$ cat src/hw/rtl/lwpb_pkg.sv
package lwpb_pkg;

	localparam int ENTRIES       = 8;
	localparam int FILE_ID_BITS  = 4;
	localparam int PAGE_NUM_BITS = 20;
	localparam int SLOT_BITS     = $clog2(ENTRIES);
	localparam int CNT_BITS      = $clog2(ENTRIES + 1);

	typedef logic [1:0]               mode_t;
	typedef logic [FILE_ID_BITS-1:0]  file_t;
	typedef logic [PAGE_NUM_BITS-1:0] page_t;
	typedef logic [SLOT_BITS-1:0]     slot_t;
	typedef logic [2:0]               kind_t;

	localparam mode_t MODE_READ   = 2'd0;
	localparam mode_t MODE_WRITE  = 2'd1;
	localparam mode_t MODE_CLOSE  = 2'd2;
	localparam mode_t MODE_UNUSED = 2'd3;

	localparam kind_t K_READ_HIT   = 3'd0;
	localparam kind_t K_WRITE_HIT  = 3'd1;
	localparam kind_t K_WRITEBACK  = 3'd2;
	localparam kind_t K_FILL       = 3'd3;
	localparam kind_t K_WALLOC     = 3'd4;
	localparam kind_t K_CLOSE_DONE = 3'd5;

	// Directory entry held in the tag memory
	typedef struct packed {
		file_t file;
		page_t page;
	} tag_t;

	typedef struct packed {
		kind_t kind;
		slot_t slot;
		file_t out_file;
		page_t out_page;
		logic  last;
	} res_t;

	typedef enum logic [2:0] {
		ST_IDLE,
		ST_SCAN,
		ST_DECIDE,
		ST_EVICT_RD,
		ST_CLOSE,
		ST_EMIT
	} state_t;

endpackage

$ cat src/hw/rtl/lwpb_req_if.sv
interface lwpb_req_if;
	import lwpb_pkg::*;
	logic  valid;
	logic  ready;
	mode_t mode;
	file_t file_id;
	page_t page_number;
	modport source (output valid, mode, file_id, page_number, input ready);
	modport sink (input valid, mode, file_id, page_number, output ready);
endinterface

$ cat src/hw/rtl/lwpb_res_if.sv
interface lwpb_res_if;
	import lwpb_pkg::*;
	logic  valid;
	logic  ready;
	kind_t kind;
	slot_t slot;
	file_t out_file;
	page_t out_page;
	logic  last;
	modport source (output valid, kind, slot, out_file, out_page, last, input ready);
	modport sink (input valid, kind, slot, out_file, out_page, last, output ready);
endinterface

$ cat src/hw/rtl/lwpb_tag_ram.sv
// Tag memory: one write port, one registered read port.
module lwpb_tag_ram
	import lwpb_pkg::*;
(
	input  logic  clk,
	input  logic  we,
	input  slot_t waddr,
	input  tag_t  wdata,
	input  slot_t raddr,
	output tag_t  rdata
);

	tag_t mem [ENTRIES];

	always_ff @(posedge clk) begin
		if (we) begin
			mem[waddr] <= wdata;
		end
		rdata <= mem[raddr];
	end

endmodule

$ cat src/hw/rtl/lwpb_out_reg.sv
// Output register: holds one result transaction until taken.
module lwpb_out_reg
	import lwpb_pkg::*;
(
	input  logic  clk,
	input  logic  arst_n,
	input  logic  push,
	input  res_t  data,
	output logic  full,
	lwpb_res_if.source res
);

	logic full_q;
	res_t data_q;

	// Hold until the sink accepts
	always_ff @(posedge clk or negedge arst_n) begin
		if (!arst_n) begin
			full_q <= 1'b0;
		end else if (push) begin
			full_q <= 1'b1;
		end else if (res.ready) begin
			full_q <= 1'b0;
		end
	end

	always_ff @(posedge clk) begin
		if (push) begin
			data_q <= data;
		end
	end

	assign full         = full_q;
	assign res.valid    = full_q;
	assign res.kind     = data_q.kind;
	assign res.slot     = data_q.slot;
	assign res.out_file = data_q.out_file;
	assign res.out_page = data_q.out_page;
	assign res.last     = data_q.last;

endmodule

$ cat src/hw/rtl/lru_writeback_page_buffer_core.sv
// Fully associative 8-slot page buffer directory with LRU replacement and
// write-back marks. Tags sit in a synchronous memory with a registered read
// port; valid, dirty and rank bits live in flip-flops. One request is
// processed at a time and the request channel is ready only while the block
// is idle. A read or write scans the tags one slot per cycle, then decides
// and emits its result; a dirty eviction adds a tag read state and a second
// emit, the writeback ahead of the placement. A close walks the 8 ranks from
// the head, emits a writeback for each dirty slot of the file, then emits
// close-done. An unused mode is accepted and dropped. Every emit waits while
// the output register still holds a result that the sink has not taken.
module lru_writeback_page_buffer_core
	import lwpb_pkg::*;
(
	input  logic clk,
	input  logic arst_n,
	lwpb_req_if.sink   req,
	lwpb_res_if.source res
);

	state_t state_q, state_d;

	logic [ENTRIES-1:0] valid_q, dirty_q;
	slot_t              rank_q [ENTRIES];

	mode_t   mode_q;
	file_t   file_q;
	page_t   page_q;
	logic [CNT_BITS-1:0] idx_q;
	logic [CNT_BITS-1:0] crank_q;
	logic    hit_q;
	slot_t   hit_slot_q;
	slot_t   cand_q;
	logic    found_q;
	slot_t   cand_rank_q;
	slot_t   pend_slot_q;
	logic    pend_s1;
	res_t    res_q;

	logic  ram_we;
	slot_t ram_waddr, ram_raddr;
	tag_t  ram_wdata, ram_rdata;

	logic out_full, out_push;

	lwpb_tag_ram u_ram (
		.clk   (clk),
		.we    (ram_we),
		.waddr (ram_waddr),
		.wdata (ram_wdata),
		.raddr (ram_raddr),
		.rdata (ram_rdata)
	);

	lwpb_out_reg u_out (
		.clk    (clk),
		.arst_n (arst_n),
		.push   (out_push),
		.data   (res_q),
		.full   (out_full),
		.res    (res)
	);

	logic  req_fire, out_free, evict_dirty, close_match;
	slot_t idx_slot, prev_slot, lru_slot, crank_slot, close_hit, sel_slot;
	res_t  place_res;

	assign req_fire    = req.valid && req.ready;
	assign out_free    = !out_full || res.ready;
	assign idx_slot    = idx_q[SLOT_BITS-1:0];
	assign prev_slot   = slot_t'(idx_q - 1'b1);
	assign crank_slot  = crank_q[SLOT_BITS-1:0];
	assign sel_slot    = hit_q ? hit_slot_q : (found_q ? cand_q : lru_slot);
	assign evict_dirty = !hit_q && !found_q && dirty_q[lru_slot];
	assign close_match = valid_q[pend_slot_q] && (ram_rdata.file == file_q);

	// Placement result that follows an eviction writeback
	assign place_res = '{kind: (mode_q == MODE_WRITE) ? K_WALLOC : K_FILL,
		slot: cand_q, out_file: file_q, out_page: page_q, last: 1'b1};

	// Find the LRU slot and the slot holding the current close rank
	always_comb begin
		lru_slot  = '0;
		close_hit = '0;
		for (int i = 0; i < ENTRIES; i++) begin
			if (rank_q[i] == slot_t'(ENTRIES - 1)) begin
				lru_slot = slot_t'(i);
			end
			if (rank_q[i] == crank_slot) begin
				close_hit = slot_t'(i);
			end
		end
	end

	// Next state
	always_comb begin
		state_d = state_q;
		unique case (state_q)
			ST_IDLE: begin
				if (req_fire) begin
					if (req.mode == MODE_CLOSE) begin
						state_d = ST_CLOSE;
					end else if (req.mode != MODE_UNUSED) begin
						state_d = ST_SCAN;
					end
				end
			end
			ST_SCAN: begin
				if (idx_q == CNT_BITS'(ENTRIES)) begin
					state_d = ST_DECIDE;
				end
			end
			ST_DECIDE: state_d = evict_dirty ? ST_EVICT_RD : ST_EMIT;
			ST_EVICT_RD: state_d = ST_EMIT;
			ST_CLOSE: begin
				if (pend_s1) begin
					if (close_match && dirty_q[pend_slot_q]) begin
						state_d = ST_EMIT;
					end
				end else if (crank_q == CNT_BITS'(ENTRIES)) begin
					state_d = ST_EMIT;
				end
			end
			ST_EMIT: begin
				if (out_free) begin
					if (res_q.last) begin
						state_d = ST_IDLE;
					end else if (mode_q == MODE_CLOSE) begin
						state_d = ST_CLOSE;
					end
				end
			end
			default: state_d = ST_IDLE;
		endcase
	end

	// Handshakes and tag memory access
	always_comb begin
		req.ready = (state_q == ST_IDLE);
		out_push  = (state_q == ST_EMIT) && out_free;
		ram_we    = 1'b0;
		ram_waddr = sel_slot;
		ram_wdata = '{file: file_q, page: page_q};
		unique case (state_q)
			ST_CLOSE: ram_raddr = close_hit;
			ST_DECIDE: ram_raddr = lru_slot;
			default: ram_raddr = idx_slot;
		endcase
		if (state_q == ST_DECIDE && !hit_q && !evict_dirty) begin
			ram_we = 1'b1;
		end
		if (state_q == ST_EVICT_RD) begin
			ram_we    = 1'b1;
			ram_waddr = cand_q;
		end
	end

	always_ff @(posedge clk or negedge arst_n) begin
		if (!arst_n) begin
			state_q     <= ST_IDLE;
			valid_q     <= '0;
			dirty_q     <= '0;
			idx_q       <= '0;
			crank_q     <= '0;
			hit_q       <= 1'b0;
			hit_slot_q  <= '0;
			cand_q      <= '0;
			found_q     <= 1'b0;
			cand_rank_q <= '0;
			pend_slot_q <= '0;
			pend_s1     <= 1'b0;
			res_q       <= '0;
			for (int i = 0; i < ENTRIES; i++) begin
				rank_q[i] <= slot_t'(i);
			end
		end else begin
			state_q <= state_d;
			unique case (state_q)
				ST_IDLE: begin
					if (req_fire) begin
						idx_q   <= '0;
						crank_q <= '0;
						hit_q   <= 1'b0;
						found_q <= 1'b0;
						pend_s1 <= 1'b0;
					end
				end
				ST_SCAN: begin
					// Compare the tag read last cycle and track the fill candidate
					if (idx_q != '0) begin
						if (valid_q[prev_slot] && ram_rdata.file == file_q
							&& ram_rdata.page == page_q) begin
							hit_q      <= 1'b1;
							hit_slot_q <= prev_slot;
						end
						if (!valid_q[prev_slot] && (!found_q || rank_q[prev_slot] > cand_rank_q))
						begin
							found_q     <= 1'b1;
							cand_q      <= prev_slot;
							cand_rank_q <= rank_q[prev_slot];
						end
					end
					if (idx_q != CNT_BITS'(ENTRIES)) begin
						idx_q <= idx_q + 1'b1;
					end
				end
				ST_DECIDE: begin
					// Apply hit or placement, update ranks
					for (int i = 0; i < ENTRIES; i++) begin
						if (rank_q[i] < rank_q[sel_slot]) begin
							rank_q[i] <= rank_q[i] + 1'b1;
						end
					end
					rank_q[sel_slot] <= '0;
					cand_q           <= sel_slot;
					if (hit_q) begin
						if (mode_q == MODE_WRITE) begin
							dirty_q[sel_slot] <= 1'b1;
						end
						res_q <= '{kind: (mode_q == MODE_WRITE) ? K_WRITE_HIT : K_READ_HIT,
							slot: sel_slot, out_file: file_q, out_page: page_q, last: 1'b1};
					end else begin
						valid_q[sel_slot] <= 1'b1;
						dirty_q[sel_slot] <= (mode_q == MODE_WRITE);
						res_q <= '{kind: (mode_q == MODE_WRITE) ? K_WALLOC : K_FILL,
							slot: sel_slot, out_file: file_q, out_page: page_q, last: 1'b1};
					end
				end
				ST_EVICT_RD: begin
					// Old tag arrives: send its writeback first
					res_q <= '{kind: K_WRITEBACK, slot: cand_q, out_file: ram_rdata.file,
						out_page: ram_rdata.page, last: 1'b0};
				end
				ST_CLOSE: begin
					// Walk ranks from head; one read in flight at a time
					if (pend_s1) begin
						pend_s1 <= 1'b0;
						if (close_match) begin
							if (dirty_q[pend_slot_q]) begin
								res_q <= '{kind: K_WRITEBACK, slot: pend_slot_q,
									out_file: file_q, out_page: ram_rdata.page, last: 1'b0};
							end
							valid_q[pend_slot_q] <= 1'b0;
							dirty_q[pend_slot_q] <= 1'b0;
						end
					end else if (crank_q == CNT_BITS'(ENTRIES)) begin
						res_q <= '{kind: K_CLOSE_DONE, slot: '0, out_file: file_q,
							out_page: '0, last: 1'b1};
					end else begin
						pend_slot_q <= close_hit;
						pend_s1     <= 1'b1;
						crank_q     <= crank_q + 1'b1;
					end
				end
				ST_EMIT: begin
					// Queue the placement once the eviction writeback leaves
					if (out_push && !res_q.last && mode_q != MODE_CLOSE) begin
						res_q <= place_res;
					end
				end
				default: ;
			endcase
		end
	end

	// Payload registers
	always_ff @(posedge clk) begin
		if (req_fire) begin
			mode_q <= req.mode;
			file_q <= req.file_id;
			page_q <= req.page_number;
		end
	end

endmodule

$ cat src/flat_wrapper.sv
// flat-port wrapper written by rule: the top's interface ports become plain ports
module lru_writeback_page_buffer_core_flat import lwpb_pkg::*;
  (clk, arst_n, req_valid, req_mode, req_file_id, req_page_number, req_ready, res_valid, res_kind, res_slot, res_out_file, res_out_page, res_last, res_ready);
  lwpb_req_if req_i ();
  lwpb_res_if res_i ();
  input  logic clk;
  input  logic arst_n;
  input wire logic [$bits(req_i.valid)-1:0] req_valid;
  input wire logic [$bits(req_i.mode)-1:0] req_mode;
  input wire logic [$bits(req_i.file_id)-1:0] req_file_id;
  input wire logic [$bits(req_i.page_number)-1:0] req_page_number;
  output wire logic [$bits(req_i.ready)-1:0] req_ready;
  output wire logic [$bits(res_i.valid)-1:0] res_valid;
  output wire logic [$bits(res_i.kind)-1:0] res_kind;
  output wire logic [$bits(res_i.slot)-1:0] res_slot;
  output wire logic [$bits(res_i.out_file)-1:0] res_out_file;
  output wire logic [$bits(res_i.out_page)-1:0] res_out_page;
  output wire logic [$bits(res_i.last)-1:0] res_last;
  input wire logic [$bits(res_i.ready)-1:0] res_ready;
  assign req_i.valid = req_valid;
  assign req_i.mode = req_mode;
  assign req_i.file_id = req_file_id;
  assign req_i.page_number = req_page_number;
  assign req_ready = req_i.ready;
  assign res_valid = res_i.valid;
  assign res_kind = res_i.kind;
  assign res_slot = res_i.slot;
  assign res_out_file = res_i.out_file;
  assign res_out_page = res_i.out_page;
  assign res_last = res_i.last;
  assign res_i.ready = res_ready;
  lru_writeback_page_buffer_core u_core (.clk(clk), .arst_n(arst_n), .req(req_i), .res(res_i));
endmodule
$ cat config.mk
export PLATFORM = sky130hd
export DESIGN_NAME = lru_writeback_page_buffer_core_flat
export DESIGN_NICKNAME = d
export VERILOG_FILES = /design/src/hw/rtl/lwpb_pkg.sv /design/src/hw/rtl/lwpb_req_if.sv /design/src/hw/rtl/lwpb_res_if.sv /design/src/hw/rtl/lwpb_tag_ram.sv /design/src/hw/rtl/lwpb_out_reg.sv /design/src/hw/rtl/lru_writeback_page_buffer_core.sv /design/src/flat_wrapper.sv
export SDC_FILE = /design/constraint.sdc
export NUM_CORES = 1
export LEC_CHECK = 0
export BUFFER_PORTS_ARGS = -buffer_cell sky130_fd_sc_hd__buf_4
export CAP_MARGIN = 20
export CORE_MARGIN = 5
export CORE_UTILIZATION = 50
export CTS_CLUSTER_DIAMETER = 150
export DETAILED_ROUTE_END_ITERATION = 7
export PLACE_DENSITY_LB_ADDON = 0.15
export SETUP_SLACK_MARGIN = 0.15
export SLEW_MARGIN = 20
export SYNTH_ARGS = -nofsm -noshare
export SYNTH_HDL_FRONTEND = slang
export SYNTH_HIERARCHICAL = 1
export SYNTH_SLANG_ARGS = --single-unit
$ cat constraint.sdc
create_clock -name clk -period 4.7 [get_ports clk]
set_input_delay 0.47 -clock clk [delete_from_list [all_inputs] [get_ports clk]]
set_output_delay 0.47 -clock clk [all_outputs]
set_load 0.01 [all_outputs]
==> summary.log, run 1 <==
INFO  yosys          post_synth_most_frequent_cells=sky130_fd_sc_hd__edfxtp_1 (249), sky130_fd_sc_hd__o21ai_0 (87), sky130_fd_sc_hd__dfrtp_1 (86)
INFO  detailed_routing drtPass1Iterations=5
INFO  sta            fin_skew=18.6ps
INFO  cts            clk_root_buffer_cell=sky130_fd_sc_hd__clkbuf_16
INFO  worst_setup_path cells_on_worst_reg2reg_path=14
INFO  yosys          post-synth-top-area-cell=sky130_fd_sc_hd__edfxtp_1
INFO  detailed_routing detail_route.vias_per_cell=5.93
INFO  hold_path      worst_hold_path_class=primary input to asynchronous set/reset pin
INFO  worst_setup_path worst_path_required_time=5100ps
INFO  detailed_routing detailroute.via_count=10149
INFO  run            max_cap_viol_count=0
INFO  floorplanning  die_h=192µm
INFO  power          clockPowerShare=22.8%
INFO  sta            timing.max_slew.rel_slack=37.6%
INFO  worst_setup_path worst-setup-path-type=register to register
INFO  power          power.leakage=6.94nW
INFO  floorplanning  core-area=32700µm²
INFO  sta            fin_hold_ws=65.7ps
INFO  yosys          synth_flop_cell=sky130_fd_sc_hd__edfxtp_1
INFO  layout         drive_gt1_share=24.0%
INFO  worst_setup_path critPathArrivalTime=4660ps
INFO  cts            clock_latency=550ps
INFO  floorplanning  design.die.area=37000µm²
INFO  detailed_routing postRouteAntennaNets=0
INFO  place          gp_routability_congestion=0.949
INFO  place          number_of_buffers_added_on_ports=62
INFO  detailed_routing number_of_remaining_drc_errors=0
INFO  yosys          synth_edf_count=249
INFO  detailed_routing routed_wl=39700µm
INFO  grt            grt.total_usage=21.9%
INFO  yosys          synth.lib_cells_used.distinct=78
INFO  worst_setup_path type_of_element_capturing_the_critical_path=register
INFO  yosys          yosys_warning_total=6
INFO  worst_setup_path startpoint_type=register
INFO  yosys          synth_top_area_share=45.0%
INFO  yosys          share_of_flip_flops_with_an_asynchronous_set_or_reset=26.4%
INFO  floorplanning  die-width=192µm
INFO  detailed_routing routed_wire_length_per_instance=23.2µm
INFO  layout         fillCellCount=2633
INFO  worst_setup_path worst-path-max-fanout=10
INFO  sta            setup_repair_after_global_routing_missed_its_margin=false
INFO  grt            global_route.overflow_total=0
INFO  yosys          ys_ff_latch=371
INFO  power          power_per_cell_area=724nW/µm²
INFO  power          power.share.switching=37.4%
INFO  cts            cts_buffers=41
INFO  worst_setup_path crit-reg2reg-capture=u_core/rank_q[22]
INFO  sta            tightest_slew=935ps
INFO  layout         diodes=0
INFO  cts            hold_buffers=0
INFO  cts            cts.repair_timing.setup_buffer_count=0
INFO  floorplanning  design.portCount=63
INFO  yosys          syn_nets=1230
INFO  worst_setup_path worst_path_largest_cell_delay=620ps
INFO  place          hpwlAfterDp=26200µm
INFO  yosys          syn-mean-instance-area=14.2µm²
INFO  sta            clock.fmax=0.235GHz
INFO  cts            clock_path_buffers=3
INFO  grt            grt_first_pass_wirelength=61600µm
INFO  yosys          netlist_instances=1167
INFO  worst_setup_path critical_path.most_common_cell=sky130_fd_sc_hd__ha_1
INFO  worst_setup_path reg2reg_from=u_core/rank_q[6]
INFO  grt            antenna_violations_before_repair=0
INFO  yosys          synth_most_common_cell=sky130_fd_sc_hd__edfxtp_1
INFO  power          combPwrFrac=40.2%
INFO  worst_setup_path crit_chain=ha_1 > ha_1 > inv_1 > a221oi_2 > o41a_1 > nand2_1 > o221ai_1 > a22o_1 > ha_1 > nor3_1 > nand3_1 > o2111ai_1 > a32oi_1 > a21oi_1
INFO  cts            clock_sinks=371
INFO  sta            final.setup.tns=0ps
INFO  floorplanning  starting_density=50.8%
INFO  yosys          post_synth_instance_area=16600µm²
INFO  sta            min_period_over_period=90.6%
INFO  power          netSwitchingPower=5.14mW
INFO  sta            report.final.setup_viol=0
INFO  cts            cts.htree.levels=2
INFO  sta            final_period_minus_worst_setup_slack=4260ps
INFO  grt            number_of_global_route_vias_before_repair=10258
INFO  floorplanning  core.rowCount=66
INFO  yosys          synth.area.top_cells=sky130_fd_sc_hd__edfxtp_1 (45%), sky130_fd_sc_hd__dfrtp_1 (13%), sky130_fd_sc_hd__mux4_2 (7.6%), sky130_fd_sc_hd__dfxtp_1 (2.9%), sky130_fd_sc_hd__o21ai_0 (2.6%)
INFO  grt            maximum_number_of_pins_on_one_net_before_global_route_repair=64
INFO  cts            cts.repair.resized=0
INFO  detailed_routing first_iter_violations=828
INFO  cts            tritoncts=built
INFO  layout         area_delta_synth_final=14.2%
INFO  run_status     status=finished, final reports clean
INFO  layout         final_net_count=1300
INFO  worst_setup_path reg_to_reg_slack_setup=440ps
INFO  cts            clk_transition_reported_paths=60ps
INFO  power          power.share.sequential=37.0%
INFO  power          cell_internal_pwr=8.61mW
INFO  sta            finalHoldViolCount=0
INFO  yosys          synth_seq_area_share=62.7%
INFO  sta            timing.final.max_slew_violations=0
INFO  power          ir_worst_vdd=0.000537V
INFO  worst_setup_path cpMaxStageDelayCell=sky130_fd_sc_hd__dfstp_2
-- cell usage in the layout (no fill, tap or decap), types with 12 or more instances in the layout --
cell	n
sky130_fd_sc_hd__a21oi_1	32
sky130_fd_sc_hd__a22oi_1	33
sky130_fd_sc_hd__a32o_1	12
sky130_fd_sc_hd__buf_4	89
sky130_fd_sc_hd__clkbuf_16	42
sky130_fd_sc_hd__dfrtp_1	86
sky130_fd_sc_hd__dfstp_2	12
sky130_fd_sc_hd__dfxtp_1	24
sky130_fd_sc_hd__edfxtp_1	249
sky130_fd_sc_hd__ha_1	33
sky130_fd_sc_hd__inv_1	33
sky130_fd_sc_hd__mux2_2	23
sky130_fd_sc_hd__mux2_4	12
sky130_fd_sc_hd__mux2i_1	17
sky130_fd_sc_hd__mux4_2	56
sky130_fd_sc_hd__nand2_1	82
sky130_fd_sc_hd__nand2b_1	14
sky130_fd_sc_hd__nand3_1	17
sky130_fd_sc_hd__nor2_1	58
sky130_fd_sc_hd__nor3_1	19
sky130_fd_sc_hd__o21ai_0	86
sky130_fd_sc_hd__xnor2_1	35
sky130_fd_sc_hd__xor2_1	14
-- power groups by stage --
stage	logic, mW	clock network (mW)	registers (mW)
final	5.53	3.14	5.08
after global routing	6.03	3.36	5.17
after CTS	5.58	3.21	5.08
after detailed placement	5.54	0	5.13
after global placement	5.48	0	5.11
after floorplan	4.20	0	4.83
-- cells by family (layout without fill, tap and decap cells) --
logic type / after synthesis / count (layout) / share of synthesized area (%)
buffers and inverters: 97 / 200 / 2.70
DFF: 371 / 371 / 62.7
AOI/OAI and AO/OA: 265 / 265 / 11.2
muxes: 108 / 108 / 11.3
and+or+nand+nor: 244 / 244 / 7.04
adders and majority gates: 33 / 33 / 2.48
xor gates and xnor gates: 49 / 49 / 2.58
-- how the worst max path moves through the flow --
stage | startpoint | cells past startpoint | slack, ps | to
2_1_floorplan | u_core/rank_q[6] | 11 | 760 | u_core/u_ram/mem[2][0]
3_3_place_gp | u_core/rank_q[7] | 14 | 670 | u_core/rank_q[23]
3_5_place_dp | u_core/rank_q[7] | 12 | 520 | u_core/rank_q[21]
4_1_cts | u_core/rank_q[7] | 12 | 490 | u_core/rank_q[21]
5_1_grt | u_core/rank_q[6] | 14 | 170 | u_core/rank_q[23]
6_report | u_core/rank_q[6] | 14 | 440 | u_core/rank_q[22]
-- sequential cells by signal (all words and copies together) (netlist names), 4 cells and up --
name	count
u_core/crank_q	4
u_core/dirty_q	8
u_core/file_q	4
u_core/idx_q	4
u_core/page_q	20
u_core/rank_q	24
u_core/res_q	31
u_core/u_out/res.out_file	4
u_core/u_out/res.out_page	20
u_core/u_ram/mem	192
u_core/u_ram/rdata	24
u_core/valid_q	8
-- area by class of cell --
cell class	instances	area, µm²	share of cell area, %
timing repair buffer	90	688	3.62
tap	442	553	2.91
sequential	371	10400	54.9
clock buffer	53	1130	5.96
clock inverter	23	204	1.07
multi-input combinational	699	5860	30.9
inverter	34	128	0.672
-- worst max-delay path, delay by kind of cell (launching register included) --
family / cells / cell delay, ps
adders and majority gates: 3 / 780
buffers and inverters: 1 / 120
and+or+nand+nor: 3 / 340
DFF: 1 / 620
AOI/OAI and AO/OA: 7 / 2250
-- metrics by stage --
stage | cells | instance area [µm²] | worst slack [ps] | power [mW] | utilization [%]
global placement | 1636 | 17600 | 669 | 10.6 | 54.0
floorplan | 1167 | 16600 | 757 | 9.03 | -
detailed placement | 1636 | 17600 | 517 | 10.7 | 54.0
finish | 1712 | 19000 | 440 | 13.7 | 58.1
CTS | 1712 | 19000 | 492 | 13.9 | 58.0
global route | 1712 | 19000 | 173 | 14.6 | 58.1
-- layer usage --
metal	GRT usage [%]	routed length, µm
met1	30.3	17100
met2	36.5	19600
met3	3.73	2270
met4	5.54	748
met5	0	0
Power figures use the tool's default switching activity.
==> inputs of run 2 (changes only) <==
==> constraint.sdc (replaced) <==
create_clock -name clk -period 3.55 [get_ports clk]
set_input_delay 0.355 -clock clk [delete_from_list [all_inputs] [get_ports clk]]
set_output_delay 0.355 -clock clk [all_outputs]
set_load 0.005 [all_outputs]
==> summary.log, run 2 (same netlist as run 1, synthesis figures left out) <==
INFO  run_status     status=finished, final reports clean
INFO  hold_path      hold_path.startpoint=req_page_number[19]
INFO  floorplanning  starting_density=50.8% [unchanged]
INFO  sta            fin_skew=28.8ps [+10.2 ps]
INFO  sta            timing.final.max_slew_violations=0 [unchanged]
INFO  grt            global_route.overflow_total=0 [unchanged]
INFO  sta            setup_repair_after_global_routing_missed_its_margin=true
INFO  detailed_routing detailroute.via_count=10715 [+5.6%]
INFO  power          power.leakage=7.48nW [+7.7%]
INFO  cts            cts_buffers=39 [-4.9%]
INFO  worst_setup_path startpoint_type=register
INFO  worst_setup_path cp_buf_inv_count=4 [+3]
INFO  cts            clock_path_buffers=3 [unchanged]
INFO  hold_path      worst_hold_path_class=primary input to register
INFO  worst_setup_path worst_path_required_time=3960ps [-1140 ps]
INFO  detailed_routing first_iter_violations=974 [+18%]
INFO  layout         layout.core_utilization=62.3% [+4.2 points]
INFO  place          gp_routability_congestion=0.902 [-4.9%]
INFO  worst_setup_path cells_on_worst_reg2reg_path=15 [+1]
INFO  sta            tightest_slew=855ps [-79.7 ps]
INFO  hold_path      min_delay_path_depth=1
INFO  layout         drive_gt1_share=30.8% [+6.8 points]
INFO  floorplanning  design.portCount=63 [unchanged]
INFO  layout         max_flop_register=u_core/u_ram/mem
INFO  worst_setup_path crit_chain=ha_4 > ha_4 > inv_2 > a221oi_4 > buf_6 > o41a_1 > nor2_1 > nor2_1 > o221ai_2 > a22o_4 > buf_8 > ha_4 > a31oi_4 > buf_4 > a32o_1
INFO  power          design_power_total=19.8mW [+44%]
INFO  grt            grt.total_usage=22.1% [+0.21 points]
INFO  power          power_per_cell_area=974nW/µm² [+35%]
INFO  detailed_routing number_of_remaining_drc_errors=0 [unchanged]
INFO  layout         final-seq-area=10400µm² [unchanged]
INFO  worst_setup_path critPathArrivalTime=3790ps [-870 ps]
INFO  floorplanning  die-width=192µm [unchanged]
INFO  cts            clock_latency=540ps [about the same]
INFO  hold_path      hold_path_end=u_core/page_q[19]
INFO  place          hpwlAfterDp=26700µm [+1.7%]
INFO  sta            clock.fmax=0.295GHz [+26%]
INFO  worst_setup_path crit-reg2reg-capture=u_core/rank_q[7]
INFO  cts            tritoncts=built
INFO  worst_setup_path critical_path.most_common_cell=sky130_fd_sc_hd__ha_4
INFO  grt            antenna_violations_before_repair=0 [unchanged]
INFO  layout         area_delta_synth_final=22.5%
INFO  worst_setup_path type_of_element_capturing_the_critical_path=register
INFO  layout         diodes=0 [unchanged]
INFO  sta            min_period_over_period=95.4% [+4.8 points]
INFO  place          number_of_buffers_added_on_ports=62 [unchanged]
INFO  detailed_routing routed_wire_length_per_instance=22.8µm [-1.9%]
INFO  worst_setup_path reg_to_reg_slack_setup=160ps [-280 ps]
INFO  sta            finalHoldViolCount=0 [unchanged]
INFO  layout         fillCellCount=2486 [-5.6%]
INFO  grt            grt_first_pass_wirelength=62200µm [+1.0%]
INFO  cts            clock_sinks=371 [unchanged]
INFO  detailed_routing postRouteAntennaNets=0 [unchanged]
INFO  layout         final_common_cell=sky130_fd_sc_hd__edfxtp_1
INFO  cts            cts.htree.levels=2 [unchanged]
INFO  floorplanning  die_h=192µm [unchanged]
INFO  cts            clk_transition_reported_paths=60ps [about the same]
INFO  floorplanning  core-area=32700µm² [unchanged]
INFO  layout         multi_input_area=6310µm² [+7.6%]
INFO  grt            maximum_number_of_pins_on_one_net_before_global_route_repair=59 [-7.8%]
INFO  sta            report.final.setup_viol=0 [unchanged]
INFO  sta            final_period_minus_worst_setup_slack=3390ps [-873 ps]
INFO  detailed_routing routed_wl=41300µm [+4.0%]
INFO  sta            timing.max_slew.rel_slack=43.0% [+5.4 points]
INFO  detailed_routing detail_route.vias_per_cell=5.90 [-0.41%]
INFO  worst_setup_path crit_family=compound AO/OA/AOI/OAI gates
INFO  run            max_cap_viol_count=0 [unchanged]
INFO  worst_setup_path worst_path_largest_cell_delay=550ps [-70 ps]
INFO  power          ir_worst_vdd=0.000506V [-5.8%]
INFO  worst_setup_path worst-setup-path-type=register to register
INFO  sta            timing.final.ws_setup=163ps [-277 ps]
INFO  floorplanning  core.rowCount=66 [unchanged]
INFO  worst_setup_path worst-path-max-fanout=6 [-4]
INFO  layout         largest_registers=u_core/u_ram/mem (192), u_core/res_q (31)
INFO  floorplanning  design.die.area=37000µm² [unchanged]
INFO  layout         most-common-layout-cells=sky130_fd_sc_hd__edfxtp_1 (249), sky130_fd_sc_hd__buf_4 (156), sky130_fd_sc_hd__dfrtp_1 (86)
INFO  layout         final_net_count=1406 [+8.2%]
INFO  layout         max_ffs_per_register=192 [unchanged]
INFO  cts            clk_root_buffer_cell=sky130_fd_sc_hd__clkbuf_16
INFO  grt            number_of_global_route_vias_before_repair=10439 [+1.8%]
INFO  worst_setup_path reg2reg_from=u_core/rank_q[6]
INFO  sta            final.setup.tns=0ps [unchanged]
INFO  detailed_routing drtPass1Iterations=6 [+1]
INFO  worst_setup_path cpMaxStageDelayCell=sky130_fd_sc_hd__dfstp_2
INFO  place          preCtsSetupSlack=70.3ps [-447 ps]
-- run 2: worst max path at each step --
stage                startpoint  depth (start not counted)                endpoint  slack (ps)
6_report       u_core/rank_q[6]                         15        u_core/rank_q[7]         160
4_1_cts        u_core/rank_q[6]                         15       u_core/rank_q[10]         150
3_5_place_dp   u_core/rank_q[0]                         12        u_core/rank_q[7]          70
5_1_grt        u_core/rank_q[6]                         15        u_core/rank_q[7]          80
3_3_place_gp   u_core/rank_q[9]                         12        u_core/rank_q[7]         130
2_1_floorplan  u_core/rank_q[6]                         11  u_core/u_ram/mem[2][0]          40
-- run 2: stage by stage --
step	cell area [µm²]	cells	hold slack, ps
final	20400	1815	23.8
after global routing	20400	1815	3.41
after CTS	19900	1799	8.55
after detailed placement	18300	1696	431
after global placement	18300	1696	431
after floorplan	16700	1167	59.4
-- run 2: area by class of cell --
| class | instances | area share [%] |
|---|---|---|
| timing repair buffer | 197 | 8.67 |
| clock inverter | 19 | 0.774 |
| multi-input combinational | 700 | 31.0 |
| sequential | 371 | 51.2 |
| inverter | 34 | 0.627 |
| clock buffer | 52 | 5.08 |
| tap | 442 | 2.71 |
-- run 2: timing repair --
action | 4_1_cts | 5_1_grt
buffers inserted | 10 | 13
setup endpoints to repair | 215 | 219
hold buffers | 21 | 0
gates resized for setup | 27 | 40
gates cloned | 1 | 3
endpoints found under the hold margin | 72 | 0
pin swaps | 11 | 24
-- run 2: per-layer routing --
layer | share of wire (%) | global-route usage [%] | vias up
met5 | 0 | 0 | -
met4 | 1.6 | 4.50 | 0
met3 | 6.3 | 3.40 | 54
met2 | 47 | 34.6 | 391
met1 | 46 | 33.4 | 5410
li1 | - | - | 4860
-- run 2: where the power goes --
part           switching (mW)  leakage [nW]  internal [mW]  total [mW]
logic                    4.92          3.23           4.60        9.52
clock network            1.64         0.586           2.14        3.79
registers               0.787          3.67           5.75        6.53
total                    7.35          7.48           12.5        19.8
